--- src/dltr_pkg.sv ---
package dltr_pkg;

   localparam int LINE_W = 8;
   localparam int DATA_W = 8;
   localparam int ADDR_W = 8;
   localparam int TIMER_W = 16;
   localparam int VISIBLE_LINES_DEFAULT = 144;

   localparam logic [1:0] KIND_READ  = 2'd0;
   localparam logic [1:0] KIND_WRITE = 2'd1;
   localparam logic [1:0] KIND_TICK  = 2'd2;

   localparam logic [ADDR_W-1:0] ADDR_LINE        = 8'h02;
   localparam logic [ADDR_W-1:0] ADDR_LINE_CMP    = 8'h03;
   localparam logic [ADDR_W-1:0] ADDR_SPRITE_BASE = 8'h04;
   localparam logic [ADDR_W-1:0] ADDR_PLAIN_HI    = 8'h15;
   localparam logic [ADDR_W-1:0] ADDR_VTOTAL      = 8'h16;
   localparam logic [ADDR_W-1:0] ADDR_SHADE_LO    = 8'h1C;
   localparam logic [ADDR_W-1:0] ADDR_SHADE_HI    = 8'h1F;
   localparam logic [ADDR_W-1:0] ADDR_MONO_LO     = 8'h20;
   localparam logic [ADDR_W-1:0] ADDR_MONO_HI     = 8'h3F;
   localparam logic [ADDR_W-1:0] ADDR_LAST_PLAIN  = 8'h60;
   localparam logic [ADDR_W-1:0] ADDR_MODEL_ID    = 8'hA0;
   localparam logic [ADDR_W-1:0] ADDR_TMR_CTRL    = 8'hA2;
   localparam logic [ADDR_W-1:0] ADDR_HPER_LO     = 8'hA4;
   localparam logic [ADDR_W-1:0] ADDR_HPER_HI     = 8'hA5;
   localparam logic [ADDR_W-1:0] ADDR_VPER_LO     = 8'hA6;
   localparam logic [ADDR_W-1:0] ADDR_VPER_HI     = 8'hA7;
   localparam logic [ADDR_W-1:0] ADDR_HCNT_LO     = 8'hA8;
   localparam logic [ADDR_W-1:0] ADDR_HCNT_HI     = 8'hA9;
   localparam logic [ADDR_W-1:0] ADDR_VCNT_LO     = 8'hAA;
   localparam logic [ADDR_W-1:0] ADDR_VCNT_HI     = 8'hAB;

   localparam logic [DATA_W-1:0] ID_MONO  = 8'h86;
   localparam logic [DATA_W-1:0] ID_COLOR = 8'h87;

   localparam logic [LINE_W-1:0] LINE_CMP_RESET = 8'hBB;
   localparam logic [LINE_W-1:0] VTOTAL_RESET   = 8'd158;

   localparam logic [DATA_W-1:0] SPRITE_BASE_MASK = 8'h3F;

   localparam int TC_HBLANK_EN   = 0;
   localparam int TC_HBLANK_LOOP = 1;
   localparam int TC_VBLANK_EN   = 2;
   localparam int TC_VBLANK_LOOP = 3;

   typedef struct packed {
      logic [1:0]        kind;
      logic [ADDR_W-1:0] address;
      logic [DATA_W-1:0] write_data;
   } req_type;

   typedef struct packed {
      logic [DATA_W-1:0] read_data;
      logic              vblank_irq;
      logic              vblank_timer_irq;
      logic              hblank_timer_irq;
      logic              line_hit_irq;
      logic              frame_end;
   } rsp_type;

   typedef struct packed {
      logic [LINE_W-1:0] line_compare;
      logic [LINE_W-1:0] vertical_total;
   } line_cfg_type;

   typedef struct packed {
      logic vblank_irq;
      logic vblank_timer_irq;
      logic hblank_timer_irq;
      logic line_hit_irq;
      logic frame_end;
   } event_type;

endpackage

--- src/dltr_regs.sv ---
module dltr_regs
   import dltr_pkg::*;
(
   input  logic              clock,
   input  logic              reset,
   input  logic              step,
   input  req_type           item,
   output logic [DATA_W-1:0] read_data,
   output line_cfg_type      line_cfg
);

   localparam int PLAIN_N = 22;
   localparam int SLOT_W  = $clog2(PLAIN_N);
   localparam int SHADE_N = 4;
   localparam int MONO_N  = 32;

   logic [DATA_W-1:0] plain_ff [PLAIN_N];
   logic [DATA_W-1:0] shade_ff [SHADE_N];
   logic [5:0]        mono_ff  [MONO_N];
   logic [LINE_W-1:0] line_cmp_ff;
   logic [LINE_W-1:0] vtotal_ff;

   logic              plain_hit;
   logic [SLOT_W-1:0] plain_slot;
   logic              shade_hit;
   logic              mono_hit;
   logic              do_write;
   logic [DATA_W-1:0] plain_wdata;

   // Ports 0x00, 0x01, 0x04..0x15 and 0x60 share one packed register bank.
   always_comb begin
      plain_hit  = 1'b0;
      plain_slot = '0;
      if (item.address <= 8'h01) begin
         plain_hit  = 1'b1;
         plain_slot = SLOT_W'(item.address);
      end else if (item.address >= ADDR_SPRITE_BASE && item.address <= ADDR_PLAIN_HI) begin
         plain_hit  = 1'b1;
         plain_slot = SLOT_W'(item.address - ADDR_SPRITE_BASE + 8'd2);
      end else if (item.address == ADDR_LAST_PLAIN) begin
         plain_hit  = 1'b1;
         plain_slot = SLOT_W'(PLAIN_N - 1);
      end
   end

   assign shade_hit = (item.address >= ADDR_SHADE_LO) && (item.address <= ADDR_SHADE_HI);
   assign mono_hit  = (item.address >= ADDR_MONO_LO) && (item.address <= ADDR_MONO_HI);
   assign do_write  = step && (item.kind == KIND_WRITE);
   assign plain_wdata = (item.address == ADDR_SPRITE_BASE) ?
                        (item.write_data & SPRITE_BASE_MASK) : item.write_data;

   always_ff @(posedge clock) begin
      if (reset) begin
         for (int i = 0; i < PLAIN_N; i++) begin
            plain_ff[i] <= '0;
         end
         for (int i = 0; i < SHADE_N; i++) begin
            shade_ff[i] <= '0;
         end
         for (int i = 0; i < MONO_N; i++) begin
            mono_ff[i] <= '0;
         end
         line_cmp_ff <= LINE_CMP_RESET;
         vtotal_ff   <= VTOTAL_RESET;
      end else if (do_write) begin
         if (shade_hit) begin
            shade_ff[item.address[1:0]] <= item.write_data;
         end else if (mono_hit) begin
            mono_ff[item.address[4:0]] <= {item.write_data[6:4], item.write_data[2:0]};
         end else if (plain_hit) begin
            plain_ff[plain_slot] <= plain_wdata;
         end else if (item.address == ADDR_LINE_CMP) begin
            line_cmp_ff <= item.write_data;
         end else if (item.address == ADDR_VTOTAL) begin
            vtotal_ff <= item.write_data;
         end
      end
   end

   always_comb begin
      read_data = '0;
      if (shade_hit) begin
         read_data = shade_ff[item.address[1:0]];
      end else if (mono_hit) begin
         read_data = {1'b0, mono_ff[item.address[4:0]][5:3],
                      1'b0, mono_ff[item.address[4:0]][2:0]};
      end else if (plain_hit) begin
         read_data = plain_ff[plain_slot];
      end else if (item.address == ADDR_LINE_CMP) begin
         read_data = line_cmp_ff;
      end else if (item.address == ADDR_VTOTAL) begin
         read_data = vtotal_ff;
      end
   end

   assign line_cfg.line_compare   = line_cmp_ff;
   assign line_cfg.vertical_total = vtotal_ff;

endmodule

--- src/dltr_timing.sv ---
module dltr_timing
   import dltr_pkg::*;
#(
   parameter int VISIBLE_LINES = VISIBLE_LINES_DEFAULT
)
(
   input  logic              clock,
   input  logic              reset,
   input  logic              step,
   input  req_type           item,
   input  line_cfg_type      line_cfg,
   output logic [DATA_W-1:0] read_data,
   output event_type         events
);

   localparam logic [LINE_W-1:0] VIS_LINE = LINE_W'(VISIBLE_LINES);

   logic [LINE_W-1:0]  line_ff,      line_in;
   logic [DATA_W-1:0]  tctl_ff,      tctl_in;
   logic [TIMER_W-1:0] hper_ff,      hper_in;
   logic [TIMER_W-1:0] vper_ff,      vper_in;
   logic [TIMER_W-1:0] hcnt_ff,      hcnt_in;
   logic [TIMER_W-1:0] vcnt_ff,      vcnt_in;
   logic               frame_sel_ff, frame_sel_in;

   logic               at_vis;
   logic [TIMER_W-1:0] hcnt_dec;
   logic [TIMER_W-1:0] vcnt_dec;
   logic               h_step;
   logic               v_step;
   logic [LINE_W-1:0]  line_limit_base;
   logic [LINE_W:0]    line_limit;
   logic [LINE_W-1:0]  line_next;

   // Remainder of a value of at most 2^LINE_W by a divisor of at least
   // VISIBLE_LINES + 1. Only the compare-subtract steps whose shifted minimum
   // divisor still fits under 2^LINE_W can ever subtract, so the others are
   // dropped; with the default line count a single step remains.
   function automatic logic [LINE_W-1:0] line_wrap(input logic [LINE_W:0] num,
                                                   input logic [LINE_W:0] den);
      logic [2*LINE_W:0] rem;
      logic [2*LINE_W:0] sub;
      rem = {{LINE_W{1'b0}}, num};
      for (int i = LINE_W - 1; i >= 0; i--) begin
         if (((VISIBLE_LINES + 1) << i) <= (1 << LINE_W)) begin
            sub = {{LINE_W{1'b0}}, den} << i;
            if (rem >= sub) begin
               rem = rem - sub;
            end
         end
      end
      return rem[LINE_W-1:0];
   endfunction

   assign at_vis   = (line_ff == VIS_LINE);
   assign hcnt_dec = hcnt_ff - 1'b1;
   assign vcnt_dec = vcnt_ff - 1'b1;
   assign h_step   = (hcnt_ff != '0) && tctl_ff[TC_HBLANK_EN];
   assign v_step   = at_vis && (vcnt_ff != '0) && tctl_ff[TC_VBLANK_EN];

   assign line_limit_base = (line_cfg.vertical_total >= VIS_LINE) ?
                            line_cfg.vertical_total : VIS_LINE;
   assign line_limit      = {1'b0, line_limit_base} + 1'b1;
   assign line_next       = line_wrap({1'b0, line_ff} + 1'b1, line_limit);

   always_comb begin
      line_in      = line_ff;
      tctl_in      = tctl_ff;
      hper_in      = hper_ff;
      vper_in      = vper_ff;
      hcnt_in      = hcnt_ff;
      vcnt_in      = vcnt_ff;
      frame_sel_in = frame_sel_ff;
      events       = '0;

      if (item.kind == KIND_TICK) begin
         events.frame_end  = at_vis;
         events.vblank_irq = at_vis;
         if (at_vis) begin
            frame_sel_in = ~frame_sel_ff;
         end
         if (v_step) begin
            vcnt_in = vcnt_dec;
            if (vcnt_dec == '0) begin
               events.vblank_timer_irq = 1'b1;
               if (tctl_ff[TC_VBLANK_LOOP]) begin
                  vcnt_in = vper_ff;
               end
            end
         end
         if (h_step) begin
            hcnt_in = hcnt_dec;
            if (hcnt_dec == '0) begin
               events.hblank_timer_irq = 1'b1;
               if (tctl_ff[TC_HBLANK_LOOP]) begin
                  hcnt_in = hper_ff;
               end
            end
         end
         line_in             = line_next;
         events.line_hit_irq = (line_next == line_cfg.line_compare);
      end else if (item.kind == KIND_WRITE) begin
         case (item.address)
            ADDR_TMR_CTRL: tctl_in = item.write_data;
            ADDR_HPER_LO:  hper_in = {hper_ff[TIMER_W-1:DATA_W], item.write_data};
            ADDR_HPER_HI: begin
               hper_in = {item.write_data, hper_ff[DATA_W-1:0]};
               hcnt_in = {item.write_data, hper_ff[DATA_W-1:0]};
            end
            ADDR_VPER_LO:  vper_in = {vper_ff[TIMER_W-1:DATA_W], item.write_data};
            ADDR_VPER_HI: begin
               vper_in = {item.write_data, vper_ff[DATA_W-1:0]};
               vcnt_in = {item.write_data, vper_ff[DATA_W-1:0]};
            end
            default: ;
         endcase
      end
   end

   always_comb begin
      case (item.address)
         ADDR_LINE:     read_data = line_ff;
         ADDR_TMR_CTRL: read_data = tctl_ff;
         ADDR_HPER_LO:  read_data = hper_ff[DATA_W-1:0];
         ADDR_HPER_HI:  read_data = hper_ff[TIMER_W-1:DATA_W];
         ADDR_VPER_LO:  read_data = vper_ff[DATA_W-1:0];
         ADDR_VPER_HI:  read_data = vper_ff[TIMER_W-1:DATA_W];
         ADDR_HCNT_LO:  read_data = hcnt_ff[DATA_W-1:0];
         ADDR_HCNT_HI:  read_data = hcnt_ff[TIMER_W-1:DATA_W];
         ADDR_VCNT_LO:  read_data = vcnt_ff[DATA_W-1:0];
         ADDR_VCNT_HI:  read_data = vcnt_ff[TIMER_W-1:DATA_W];
         default:       read_data = '0;
      endcase
   end

   always_ff @(posedge clock) begin
      if (reset) begin
         line_ff      <= '0;
         tctl_ff      <= '0;
         hper_ff      <= '0;
         vper_ff      <= '0;
         hcnt_ff      <= '0;
         vcnt_ff      <= '0;
         frame_sel_ff <= 1'b0;
      end else if (step) begin
         line_ff      <= line_in;
         tctl_ff      <= tctl_in;
         hper_ff      <= hper_in;
         vper_ff      <= vper_in;
         hcnt_ff      <= hcnt_in;
         vcnt_ff      <= vcnt_in;
         frame_sel_ff <= frame_sel_in;
      end
   end

endmodule

--- src/display_line_timer_registers_unit.sv ---
// Display register port with scanline counter and two blank timers. Each item
// is a register read, a register write or one scanline tick, and each gives
// exactly one result: read data for a read, interrupt and frame-end flags for
// a tick, all zeros otherwise. An item is held in the input register, then
// resolved against the register file into the result register; an item can be
// accepted every cycle while results are taken, and while a result waits the
// input register still takes one more item. The tick path (timer decrement,
// line advance with wrap at the larger of VISIBLE_LINES and the vertical total
// plus one, line compare) is resolved combinationally in that step. All
// storage but the two item registers is cleared or preset by reset; the model
// id register selects the color id and may only be written while idle.
module display_line_timer_registers_unit
   import dltr_pkg::*;
#(
   parameter int VISIBLE_LINES = VISIBLE_LINES_DEFAULT
)
(
   input  logic    clock,
   input  logic    reset,
   input  logic    req_valid,
   output logic    req_ready,
   input  req_type req_payload,
   output logic    rsp_valid,
   input  logic    rsp_ready,
   output rsp_type rsp_payload,
   input  logic    csr_write_enable,
   input  logic    csr_write_data
);

   logic    in_vld_ff,  in_vld_in;
   req_type in_item_ff;
   logic    out_vld_ff, out_vld_in;
   rsp_type out_item_ff, out_item_in;
   logic    color_ff;

   logic              advance;
   logic [DATA_W-1:0] regs_rdata;
   logic [DATA_W-1:0] tim_rdata;
   logic [DATA_W-1:0] id_rdata;
   line_cfg_type      line_cfg;
   event_type         events;

   assign advance   = in_vld_ff && (!out_vld_ff || rsp_ready);
   assign req_ready = !in_vld_ff || advance;

   always_comb begin
      in_vld_in = in_vld_ff;
      if (req_valid && req_ready) begin
         in_vld_in = 1'b1;
      end else if (advance) begin
         in_vld_in = 1'b0;
      end
      out_vld_in = out_vld_ff;
      if (advance) begin
         out_vld_in = 1'b1;
      end else if (rsp_ready) begin
         out_vld_in = 1'b0;
      end
   end

   dltr_regs u_regs (
      .clock     (clock),
      .reset     (reset),
      .step      (advance),
      .item      (in_item_ff),
      .read_data (regs_rdata),
      .line_cfg  (line_cfg)
   );

   dltr_timing #(
      .VISIBLE_LINES (VISIBLE_LINES)
   ) u_timing (
      .clock     (clock),
      .reset     (reset),
      .step      (advance),
      .item      (in_item_ff),
      .line_cfg  (line_cfg),
      .read_data (tim_rdata),
      .events    (events)
   );

   assign id_rdata = (in_item_ff.address == ADDR_MODEL_ID) ?
                     (color_ff ? ID_COLOR : ID_MONO) : '0;

   always_comb begin
      out_item_in.read_data = (in_item_ff.kind == KIND_READ) ?
                              (regs_rdata | tim_rdata | id_rdata) : '0;
      out_item_in.vblank_irq       = events.vblank_irq;
      out_item_in.vblank_timer_irq = events.vblank_timer_irq;
      out_item_in.hblank_timer_irq = events.hblank_timer_irq;
      out_item_in.line_hit_irq     = events.line_hit_irq;
      out_item_in.frame_end        = events.frame_end;
   end

   always_ff @(posedge clock) begin
      if (reset) begin
         in_vld_ff  <= 1'b0;
         out_vld_ff <= 1'b0;
         color_ff   <= 1'b0;
      end else begin
         in_vld_ff  <= in_vld_in;
         out_vld_ff <= out_vld_in;
         if (csr_write_enable) begin
            color_ff <= csr_write_data;
         end
      end
   end

   always_ff @(posedge clock) begin
      if (req_valid && req_ready) begin
         in_item_ff <= req_payload;
      end
      if (advance) begin
         out_item_ff <= out_item_in;
      end
   end

   assign rsp_valid   = out_vld_ff;
   assign rsp_payload = out_item_ff;

endmodule

--- config.mk ---
export PLATFORM = sky130hd
export DESIGN_NAME = display_line_timer_registers_unit
export DESIGN_NICKNAME = d
export VERILOG_FILES = /design/src/dltr_pkg.sv /design/src/dltr_regs.sv /design/src/dltr_timing.sv /design/src/display_line_timer_registers_unit.sv
export SDC_FILE = /design/constraint.sdc
export NUM_CORES = 1
export LEC_CHECK = 0
export ABC_AREA = 1
export BUFFER_PORTS_ARGS = -buffer_cell sky130_fd_sc_hd__buf_2
export CORE_UTILIZATION = 50
export CTS_CLUSTER_SIZE = 12
export DETAILED_ROUTE_END_ITERATION = 16
export PLACE_DENSITY = 0.66
export SLEW_MARGIN = 20
export SYNTH_ARGS = -nofsm -noshare
export SYNTH_HDL_FRONTEND = slang
export SYNTH_SLANG_ARGS = --single-unit
--- constraint.sdc ---
create_clock -name clock -period 4.3 [get_ports clock]
set_clock_uncertainty 0.05 [all_clocks]
set_input_delay 0.43 -clock clock [delete_from_list [all_inputs] [get_ports clock]]
set_output_delay 0.43 -clock clock [all_outputs]
set_load 0.005 [all_outputs]
After elaboration in Yosys (flattened, before gate mapping)
Memory sizes are Yosys's and may differ from the RTL's. A register that Yosys moved wholly into a read port is not among the register bits.
Index checks and enable logic that the tools add are counted.
{"block": "classes", "n_addsub": 7, "n_mul": 0, "div_mod_pow": 0, "order_cmp": 9, "n_eq_ne": 21, "shifts": 0, "mux": 65, "n_bitwise": 11, "n_reduce_logical": 38}
{"cell": "2-to-1 mux 16 bit", "count": 12}
{"cell": "== test 8 bit (second input constant)", "count": 11}
{"cell": "2-to-1 mux 8 bit", "count": 11}
{"cell": "case mux 8 bit (10 select lines)", "count": 1}
{"cell": "case mux 16 bit (2 select lines)", "count": 2}
{"cell": "logical NOT 16 bit", "count": 2}
{"cell": "nonzero test 16 bit", "count": 2}
{"cell": "subtractor 16 x 1 -> 16 bit (second input constant)", "count": 2}
{"cell": "2-to-1 mux 1 bit", "count": 30}
{"cell": "2-to-1 mux 5 bit", "count": 6}
{"cell": "AND reduction 5 bit", "count": 5}
{"cell": "adder 8 x 1 -> 9 bit (second input constant)", "count": 2}
{"cell": "== test 8 x 2 -> 1 bit (second input constant)", "count": 2}
{"cell": "less-or-equal comparator 8 x 5 -> 1 bit (second input constant)", "count": 2}
{"cell": "bitwise OR 8 bit", "count": 2}
{"cell": "OR reduction 8 bit", "count": 2}
{"cell": "AND reduction 4 bit", "count": 3}
{"cell": "nonzero test 2 bit", "count": 5}
{"cell": ">= comparator 9 bit", "count": 1}
{"cell": "logical AND 1 bit", "count": 9}
{"cell": "inverter 1 bit", "count": 9}
{"cell": "== test 8 x 3 -> 1 bit (second input constant)", "count": 1}
{"cell": "== test 8 x 5 -> 1 bit (second input constant)", "count": 1}
{"cell": "== test 8 x 7 -> 1 bit (second input constant)", "count": 1}
{"cell": "21 further kinds", "count": 27}
{"block": "totals", "ff_bits": 129, "latch_bits": 0, "ram_bits": 400, "mem_bits_ro": 0, "output_inout_bits": 15, "memories": 3}
{"memory": "u_regs.mono_ff", "words": 32, "width": 6, "rd": 1, "rd_ports_with_merged_regs": 1, "write_ports": 32, "line": "dltr_regs.sv:19", "rtl": "logic [5:0] mono_ff [MONO_N];"}
{"memory": "u_regs.plain_ff", "words": 22, "width": 8, "rd": 1, "rd_ports_with_merged_regs": 0, "write_ports": 22, "line": "dltr_regs.sv:17", "rtl": "logic [DATA_W-1:0] plain_ff [PLAIN_N];"}
{"memory": "u_regs.shade_ff", "words": 4, "width": 8, "rd": 1, "rd_ports_with_merged_regs": 1, "write_ports": 4, "line": "dltr_regs.sv:18", "rtl": "logic [DATA_W-1:0] shade_ff [SHADE_N];"}

Depth between registers and ports, before layout
Gate-level depths: netlist (run 1).
{"block": "logic_depth", "depth_word": 12, "ltp_mapped": 25, "depth_no_buf": 25}

Hierarchy
Synthesis (run 1) repeated with hierarchy kept, for this count alone.
{"block": "unflattened", "cells_unflattened": 3246, "hier_area_um2": 29559.6}
{"mod": "dltr_regs", "instances": 1, "cells_each": 2149, "area_per_inst_um2": 21994.8, "seq_area_each_um2": 14734.1}
{"mod": "dltr_timing", "instances": 1, "cells_each": 1020, "area_per_inst_um2": 6364.9, "seq_area_each_um2": 1601.5}
{"mod": "display_line_timer_registers_unit", "instances": 1, "cells_each": 77, "area_per_inst_um2": 1199.9, "seq_area_each_um2": 991.0}

Least setup slack after synthesis (run 1)
Ideal clock, no wire load.
{"block": "synth_path", "path_kind": "register -> register", "startpoint": "register u_regs.vtotal_ff[6]", "endpoint": "register out_item_ff, in the netlist rsp_payload[1], data pin", "setup_ns": 0.252, "arrival_ns": 2.957, "setup_slack_ns": 1.041, "stages_incl_launch_ff": 23, "path_buffers": 0, "synth_period_minus_slack_ns": 3.259, "path_cell_list": "dfxtp_1 -> inv_1 -> nand3_1 -> nand2_1 -> nor2_1 -> ha_1 -> nand4_1 -> nor2_1 -> a22o_1 -> nand2_1 -> ha_1 -> nand4_1 -> nor4_1 -> nand2_1 -> nand3_1 -> clkinv_1 -> or2_2 -> nand2_1 -> nand2_1 -> nand2_1 -> nor2_1 -> nand3_1 -> nor2_1"}
{"block": "synth_between", "elab_chain_len": 6, "elab_cells_between_ends": 7, "classes_between": "2 x add/sub; 2 x order compare; 1 x eq/ne; 2 x mux"}
{"item": "from (decl)", "line": "dltr_regs.sv:21", "rtl": "logic [LINE_W-1:0] vtotal_ff;"}
{"item": "from (signal assigned)", "line": "dltr_regs.sv:75", "rtl": "vtotal_ff <= item.write_data;"}
{"item": ">= comparator 8 bit", "line": "dltr_timing.sv:61", "rtl": "assign line_limit_base = (line_cfg.vertical_total >= VIS_LINE) ?"}
{"item": "2-to-1 mux 8 bit *", "line": "dltr_timing.sv:61"}
{"item": "adder 8 x 1 -> 9 bit *", "line": "dltr_timing.sv:63", "rtl": "assign line_limit = {1'b0, line_limit_base} + 1'b1;"}
{"item": "subtractor 8 bit / >= comparator 9 bit (equally long branches)", "line": "dltr_timing.sv:48, dltr_timing.sv:47"}
{"item": "2-to-1 mux 8 bit *", "line": "dltr_timing.sv:47", "rtl": "if (rem >= sub) begin"}
{"item": "== test 8 bit *", "line": "dltr_timing.sv:101", "rtl": "events.line_hit_irq = (line_next == line_cfg.line_compare);"}
{"item": "to (signal assigned)", "line": "display_line_timer_registers_unit.sv:114", "rtl": "out_item_ff <= out_item_in;"}
{"item": "to (decl)", "line": "display_line_timer_registers_unit.sv:33", "rtl": "rsp_type out_item_ff, out_item_in;"}
Every way passes the cells marked *; elsewhere a longest branch is shown, timed or not.
A chain may end at the register's enable or synchronous reset.

Worst setup path in the final report (run 1)
Ends and elaborated chain as after synthesis.

==> results of run 1 <==
[worst register-to-register path: cells and delay by family (launching register included)]
family / cells / cell delay, ns
simple gates: 13 / 1.58
fa+ha+maj: 2 / 0.60
compound gates: 2 / 0.48
buf+inv: 2 / 0.38
flops: 1 / 0.36
xor+xnor: 1 / 0.21
[metal layers]
layer | vias up | share of wire | global-route usage
met5 | - | 0 | 0
met3 | 184 | 0.089 | 0.0433
li1 | 11100 | - | -
met2 | 1234 | 0.47 | 0.467
met4 | 0 | 0.032 | 0.117
met1 | 11400 | 0.41 | 0.401
[cells by family after synthesis]
logic type	after synthesis
simple gates	1637
buf+inv	494
compound gates	469
xor+xnor	34
flops	614
fa+ha+maj	21
[synth_stat cells (all sizes together)]
cell	instances	area share
nor2	839	0.11
edfxtp	510	0.52
nand2	425	0.055
inv	306	0.039
nand3	225	0.038
o21ai	212	0.036
clkbuf	140	0.018
a21oi	116	0.020
dfxtp	104	0.071
nand4	67	0.014
nor3	52	0.0093
buf	42	0.0074
o221ai	42	0.012
o211ai	35	0.0089
xor2	29	0.0086
o22ai	22	0.0047
ha	20	0.0085
nand3b	18	0.0046
a221oi	11	0.0033
a31oi	10	0.0021
clkinv	6	0.00076
or2	6	0.0013
nor4	5	0.0011
o2111ai	5	0.0015
o311ai	5	0.0015
xnor2	5	0.0015
a211oi	3	0.00076
a221o	3	0.0010
o2bb2ai	3	0.00089
a22o	1	0.00030
fa	1	0.00068
o31ai	1	0.00025
[final cells by class]
class,instances,share of cell area
Tap cell,765,0.0292
Clock inverter,26,0.00783
Multi-Input combinational cell,2161,0.310
Sequential cell,614,0.531
Clock buffer,92,0.0582
Timing Repair Buffer,119,0.0273
Inverter,312,0.0358
[repair_timing]
item                                   in CTS  in global routing
endpoints found under the hold margin      17                  0
resized for setup                           0                  0
hold buffers                               18                  0
[power by group]
part	leakage, nW	total [mW]	switching (mW)	internal [mW]
clock	1.07	5.76	2.40	3.35
combinational	6.30	0.868	0.649	0.219
sequential	6.02	6.66	0.0884	6.57
[path summary, 6_finish.rpt]
| check | start | to | slack [ns] |
|---|---|---|---|
| worst max-delay path | u_regs.vtotal_ff[6] | rsp_payload[1] | 0.43 |
| worst max register to register | u_regs.vtotal_ff[6] | rsp_payload[1] | 0.43 |
| worst min register to register | u_regs.line_cmp_ff[7] | u_regs.line_cmp_ff[7] | 0.43 |
| worst min-delay path | req_payload[9] | in_item_ff[9] | 0.06 |
[registers in the layout, indices dropped and copies added (netlist names), 16 cells and up, named ones only]
register,count
u_timing.hper_ff,16
u_regs.mono_ff,192
u_regs.plain_ff,256
u_timing.hcnt_ff,16
u_timing.vper_ff,16
in_item_ff,18
u_regs.shade_ff,32
u_timing.vcnt_ff,16
==> impl_metrics.py, run 1 <==
metrics = {
    "run_status": {
        "status": "finished, final reports clean",
    },
    "timing": {
        "slew_headroom": 0.303,
        "totalNegativeSetupSlack_ns": 0,
        "hold_viol_final": 0,
        "rsz0062_at_grt": "false",
        "worstMarginPinSlew_ns": 1.04,
        "finalMaxSlewViolations": 0,
        "period_share": 0.901,
        "fin_crit_ns": 3.87,
        "fmax_mhz": 258,
        "hold_ws_ns": 0.0581,
        "worst_slack_ns": 0.427,
        "setup_viol": 0,
    },
    "die": {
        "initial_core_util": 0.509,
        "die_w_um": 245,
        "core_area_mm2": 0.0579,
        "rows": 88,
        "fp.dieArea_mm2": 0.0599,
        "ioPinCount": 39,
        "die-height_um": 245,
    },
    "worst_setup_path": {
        "critPathArrivalTime_ns": 4.19,
        "crit_fanout": 10,
        "slowest_stage": "ha_1",
        "startpoint_type": "register",
        "rr_worst_depth": 20,
        "worst_path_most_repeated_cell": "nor2_1",
        "worstPathCellList": "inv_1 > nand3_1 > nand2_1 > nor2_1 > ha_1 > nand4_1 > nor2_1 > a22o_1 > nand2_1 > ha_1 > nand4_1 > nor4_1 > nand2_1 > nand3_1 > clkinv_1 > o21ai_0 > xor2_1 > nor2_1 > nand3_1 > nor2_1",
        "path_buf_inv": 2,
        "max_stage_delay_ns": 0.38,
        "path_delay_family": "simple AND/OR/NAND/NOR gates",
        "end_kind": "register",
        "crit_cells": 20,
        "crit_required_ns": 4.61,
        "worstSetupPathType": "register to register",
    },
    "drt": {
        "antenna_left": 0,
        "vias_per_cell": 5.85,
        "wl_mm": 87.2,
        "drtIter0Drc": 2740,
        "firstDrtPassIters": 7,
        "vias": 23900,
        "drc": 0,
        "wl_per_cell_um": 21.3,
    },
    "finish": {
        "fin_util": 0.566,
        "layout_commonest_cell": "nor2_1",
        "area_growth_pct": 11.2,
        "drive_above_1_share": 0.0785,
        "stdcell_area_mm2": 0.0328,
        "final_cell_mix": "829 x nor2_1, 510 x edfxtp_1, 411 x nand2_1",
        "diodes": 0,
        "nNetsFinal": 3321,
        "regArea_mm2": 0.0174,
        "n_fill_cell": 5219,
        "stdcell_count": 4089,
        "multi_input_area_mm2": 0.0102,
    },
    "clock_tree": {
        "worstSkewPairLatency_ns": 0.61,
        "clock_sinks": 614,
        "clock_path_buffers": 3,
        "cts_buffers": 68,
        "cts_tree": "yes",
        "post_cts_buffers": 0,
        "h-tree-depth": 3,
        "root_buffer": "clkbuf_16",
        "path_clk_slew_ns": 0.06,
    },
    "yosys": {
        "synth_top_family_by_area": "simple AND/OR/NAND/NOR gates",
        "synthCells": 3269,
        "synth_compound_gate_area_share": 0.0934,
        "syn_nets": 3314,
        "synth-seq-area-share": 0.590,
        "netlist_area_mm2": 0.0295,
        "yosysUniqueCellTypes": 40,
        "syn_area_per_cell_um2": 9.01,
        "synth_xor_area_frac": 0.0101,
        "muxShareOfSynthArea": 0,
        "synth_fa_ha_area_frac": 0.00917,
        "yosys_warnings": 0,
        "ys_seq_elements": 614,
        "synthSimpleGateAreaFrac": 0.232,
    },
    "placement": {
        "place_area_mm2": 0.0304,
        "gp_congestion": 0.943,
        "dpl_worst_slack_ns": 0.545,
        "port_buffers": 38,
        "hpwl_mm": 58.5,
        "place_inst": 3953,
    },
    "power_and_ir_drop": {
        "ir_drop_v": 0.000311,
        "power_mw": 13.3,
        "power_density_mw_per_mm2": 406,
        "p_leak_nw": 13.4,
    },
    "grt": {
        "track_usage": 0.292,
        "antenna_found_initial": 0,
        "grt_overflow": 0,
        "grt_max_degree": 65,
        "grt_pass1_wl_mm": 134,
        "first_global_vias": 23000,
    },
    "flow_run": {
        "cap_violations": 0,
    },
    "min_path": {
        "hp-class": "input port to register",
        "min_path_cells": 1,
    },
}
Power figures use the tool's default switching activity.
==> run 2: changes to the inputs <==
--- a/config.mk
+++ b/config.mk
@@ -5,12 +5,12 @@
 export SDC_FILE = /design/constraint.sdc
 export NUM_CORES = 1
 export LEC_CHECK = 0
-export ABC_AREA = 1
 export BUFFER_PORTS_ARGS = -buffer_cell sky130_fd_sc_hd__buf_2
 export CORE_UTILIZATION = 50
 export CTS_CLUSTER_SIZE = 12
 export DETAILED_ROUTE_END_ITERATION = 16
-export PLACE_DENSITY = 0.66
+export PLACE_DENSITY_LB_ADDON = 0.1
+export REMOVE_ABC_BUFFERS = 1
 export SLEW_MARGIN = 20
 export SYNTH_ARGS = -nofsm -noshare
 export SYNTH_HDL_FRONTEND = slang
==> impl_metrics.py, run 2 <==
metrics = {
    "drt": {
        "antenna_left": 0,
        "wl_mm": 89.7,
        "vias_per_cell": 6.18,
        "wl_per_cell_um": 25.2,
        "drtIter0Drc": 2322,
        "vias": 22000,
        "firstDrtPassIters": 6,
        "drc": 0,
    },
    "clock_tree": {
        "clock_sinks": 614,
        "cts_resized": 0,
        "postCtsHoldBufs": 19,
        "worstSkewPairLatency_ns": 0.62,
        "path_clk_slew_ns": 0.06,
        "clock_path_buffers": 3,
        "post_cts_buffers": 0,
        "cts_buffers": 70,
        "h-tree-depth": 3,
        "cts_tree": "yes",
        "root_buffer": "clkbuf_16",
    },
    "timing": {
        "hold_viol_final": 0,
        "finalMaxSlewViolations": 0,
        "fmax_mhz": 255,
        "worstMarginPinSlew_ns": 1.10,
        "rsz0062_at_grt": "false",
        "setup_viol": 0,
        "period_share": 0.911,
        "totalNegativeSetupSlack_ns": 0,
        "fin_crit_ns": 3.92,
        "slew_headroom": 0.268,
    },
    "grt": {
        "grt_overflow": 0,
        "grt_pass1_wl_mm": 134,
        "track_usage": 0.287,
        "first_global_vias": 21300,
        "antenna_found_initial": 8,
        "grt_max_degree": 63,
    },
    "power_and_ir_drop": {
        "switching_power_mw": 3.07,
        "ir_drop_v": 0.000380,
        "combPwrFrac": 0.061,
        "p_leak_nw": 12.5,
        "internal_power_mw": 10.3,
        "power.share.sequential": 0.497,
        "swShare": 0.229,
        "power_density_mw_per_mm2": 392,
        "clkPwrFrac": 0.442,
    },
    "yosys": {
        "syn_area_per_cell_um2": 11.4,
        "synthCells": 2702,
        "yosysMostFrequentCell": "edfxtp_1",
        "ys_seq_elements": 614,
        "netlist_area_mm2": 0.0308,
        "ys.flop_type": "edfxtp_1",
        "synth_top_area_frac": 0.498,
        "yosys-top-cells-area": "edfxtp_1 50%, dfxtp_1 6.8%, and2_1 5.5%",
        "yosysUniqueCellTypes": 95,
        "synth-edff-count": 510,
        "yosys_warnings": 0,
        "synth-seq-area-share": 0.566,
        "synth_top_area_cell": "edfxtp_1",
        "synth_common_cells": "510 x edfxtp_1, 337 x nand2_1, 268 x and2_1",
        "async_flop_share": 0,
    },
    "worst_setup_path": {
        "r2r_start": "in_item_ff[11]",
        "worstSetupPathType": "register to register",
        "critPathArrivalTime_ns": 4.31,
        "reg2reg_slack_ns": 0.38,
        "max_stage_delay_ns": 0.67,
        "reg2reg_to": "rsp_payload[8]",
        "end_kind": "register",
        "slowest_stage": "nor4_1",
        "startpoint_type": "register",
        "worstPathCellList": "or3_1 > a21oi_2 > o21a_2 > buf_4 > a211oi_1 > a31oi_1 > o2111ai_1 > nor4_1 > o31a_1",
        "crit_fanout": 23,
        "rr_worst_depth": 9,
        "crit_required_ns": 4.69,
    },
    "min_path": {
        "min_path_cells": 3,
        "hp-class": "input port to register",
        "hp-start": "csr_write_enable",
        "min_to": "color_ff",
    },
    "die": {
        "ioPinCount": 39,
        "rows": 90,
        "die-height_um": 250,
        "core_area_mm2": 0.0606,
        "die_w_um": 250,
        "initial_core_util": 0.508,
        "fp.dieArea_mm2": 0.0625,
    },
    "placement": {
        "hpwl_mm": 60.8,
        "port_buffers": 38,
        "gp_congestion": 0.923,
        "place_inst": 3410,
    },
    "finish": {
        "largest-register": "u_regs.plain_ff",
        "n_fill_cell": 5096,
        "nNetsFinal": 2764,
        "stdcell_count": 3555,
        "largest_register_ffs": 256,
        "regArea_mm2": 0.0174,
        "multi_input_area_mm2": 0.0122,
        "drive_above_1_share": 0.147,
        "fin_util": 0.565,
        "area_growth_pct": 11.4,
        "layout_commonest_cell": "edfxtp_1",
        "reg_top3": "u_regs.plain_ff x256, u_regs.mono_ff x192, u_regs.shade_ff x32",
        "final_cell_mix": "510 x edfxtp_1, 336 x nand2_1, 268 x and2_1",
    },
    "run_status": {
        "status": "finished, final reports clean",
    },
    "flow_run": {
        "cap_violations": 0,
    },
}
## run 2: changes by cell type after synthesis, moves of 47 or more
| cell | before | now |
|---|---|---|
| and3_1 | 0 | 112 |
| nand2_1 | 412 | 337 |
| nor2b_1 | 0 | 47 |
| mux4_2 | 0 | 69 |
| nor2_1 | 829 | 229 |
| and2_1 | 0 | 268 |
| mux2i_1 | 0 | 58 |
| nand4_1 | 67 | 17 |
| o21ai_0 | 211 | 33 |
| inv_1 | 286 | 36 |
| nand3_1 | 224 | 81 |
| a21oi_1 | 116 | 59 |
## run 2: how the worst max path moves through the flow
stage,cells after the start,startpoint,to,slack [ns]
6_report,9,in_item_ff[11],rsp_payload[8],0.38
5_1_grt,15,u_regs.vtotal_ff[4],rsp_payload[1],0.14
4_1_cts,9,in_item_ff[11],rsp_payload[8],0.34
3_5_place_dp,9,in_item_ff[11],rsp_payload[8],0.38
3_3_place_gp,9,in_item_ff[11],rsp_payload[8],0.42
2_1_floorplan,4,in_item_ff[9],u_regs.plain_ff[14][0],-2.69
## run 2: through the flow
step	area (um2)	setup slack [ns]	power, mW	hold WS [ns]
4_1_cts	34300	0.342	13.5	0.00642
2_1_floorplan	29700	-2.69	7.20	0.384
6_report	34300	0.382	13.4	0.0190
3_3_place_gp	31800	0.421	7.57	0.424
5_1_grt	34300	0.139	13.7	0.0196
3_5_place_dp	31800	0.378	7.58	0.429
## run 2: per-layer routing
layer / GRT usage / vias to the layer above / routed length, um / part of all wire
met2: 0.441 / 966 / 40600 / 0.45
met1: 0.403 / 10900 / 38200 / 0.43
met5: 0 / - / 44 / 0.00049
met4: 0.103 / 10 / 2960 / 0.033
met3: 0.0613 / 180 / 8020 / 0.089
li1: - / 9910 / - / -
## run 2: critical path, delay by kind of cell, from the launching register on
family,cells,cell delay [ns]
DFF,1,0.56
and+or+nand+nor,2,1.27
AOI/OAI and AO/OA,6,1.50
buffers and inverters,1,0.36
## run 2: area by class of cell
type                    instances  area share
flip-flops and latches        614       0.508
multi-input cells            1839       0.357
clock buffers                  92      0.0579
repair buffers                158      0.0360
well taps                     782      0.0286
clock inverters                33     0.00818
inverters                      36     0.00394
diodes                          1   0.0000731
## run 2: power by group through the flow
| stage | sequential, mW | clock (mW) | combinational [mW] |
|---|---|---|---|
| 6_report | 6.66 | 5.93 | 0.821 |
| 5_1_grt | 6.68 | 6.19 | 0.862 |
| 4_1_cts | 6.66 | 5.99 | 0.812 |
| 3_5_place_dp | 6.78 | 0 | 0.794 |
| 3_3_place_gp | 6.78 | 0 | 0.787 |
| 2_1_floorplan | 6.80 | 0 | 0.402 |
## run 2: cell families (layout without fill, tap and decap cells)
kind of cell | Yosys count | after routing | share of synthesized area
adder cells (fa/ha/maj) | 21 | 21 | 0.00879
XOR/XNOR | 39 | 39 | 0.0111
flip-flops | 614 | 614 | 0.566
AO/OA/AOI/OAI | 352 | 352 | 0.0854
AND/OR/NAND/NOR | 1295 | 1295 | 0.221
multiplexers | 132 | 132 | 0.0712
buffers and inverters | 249 | 319 | 0.0371
other | 0 | 1 | 0
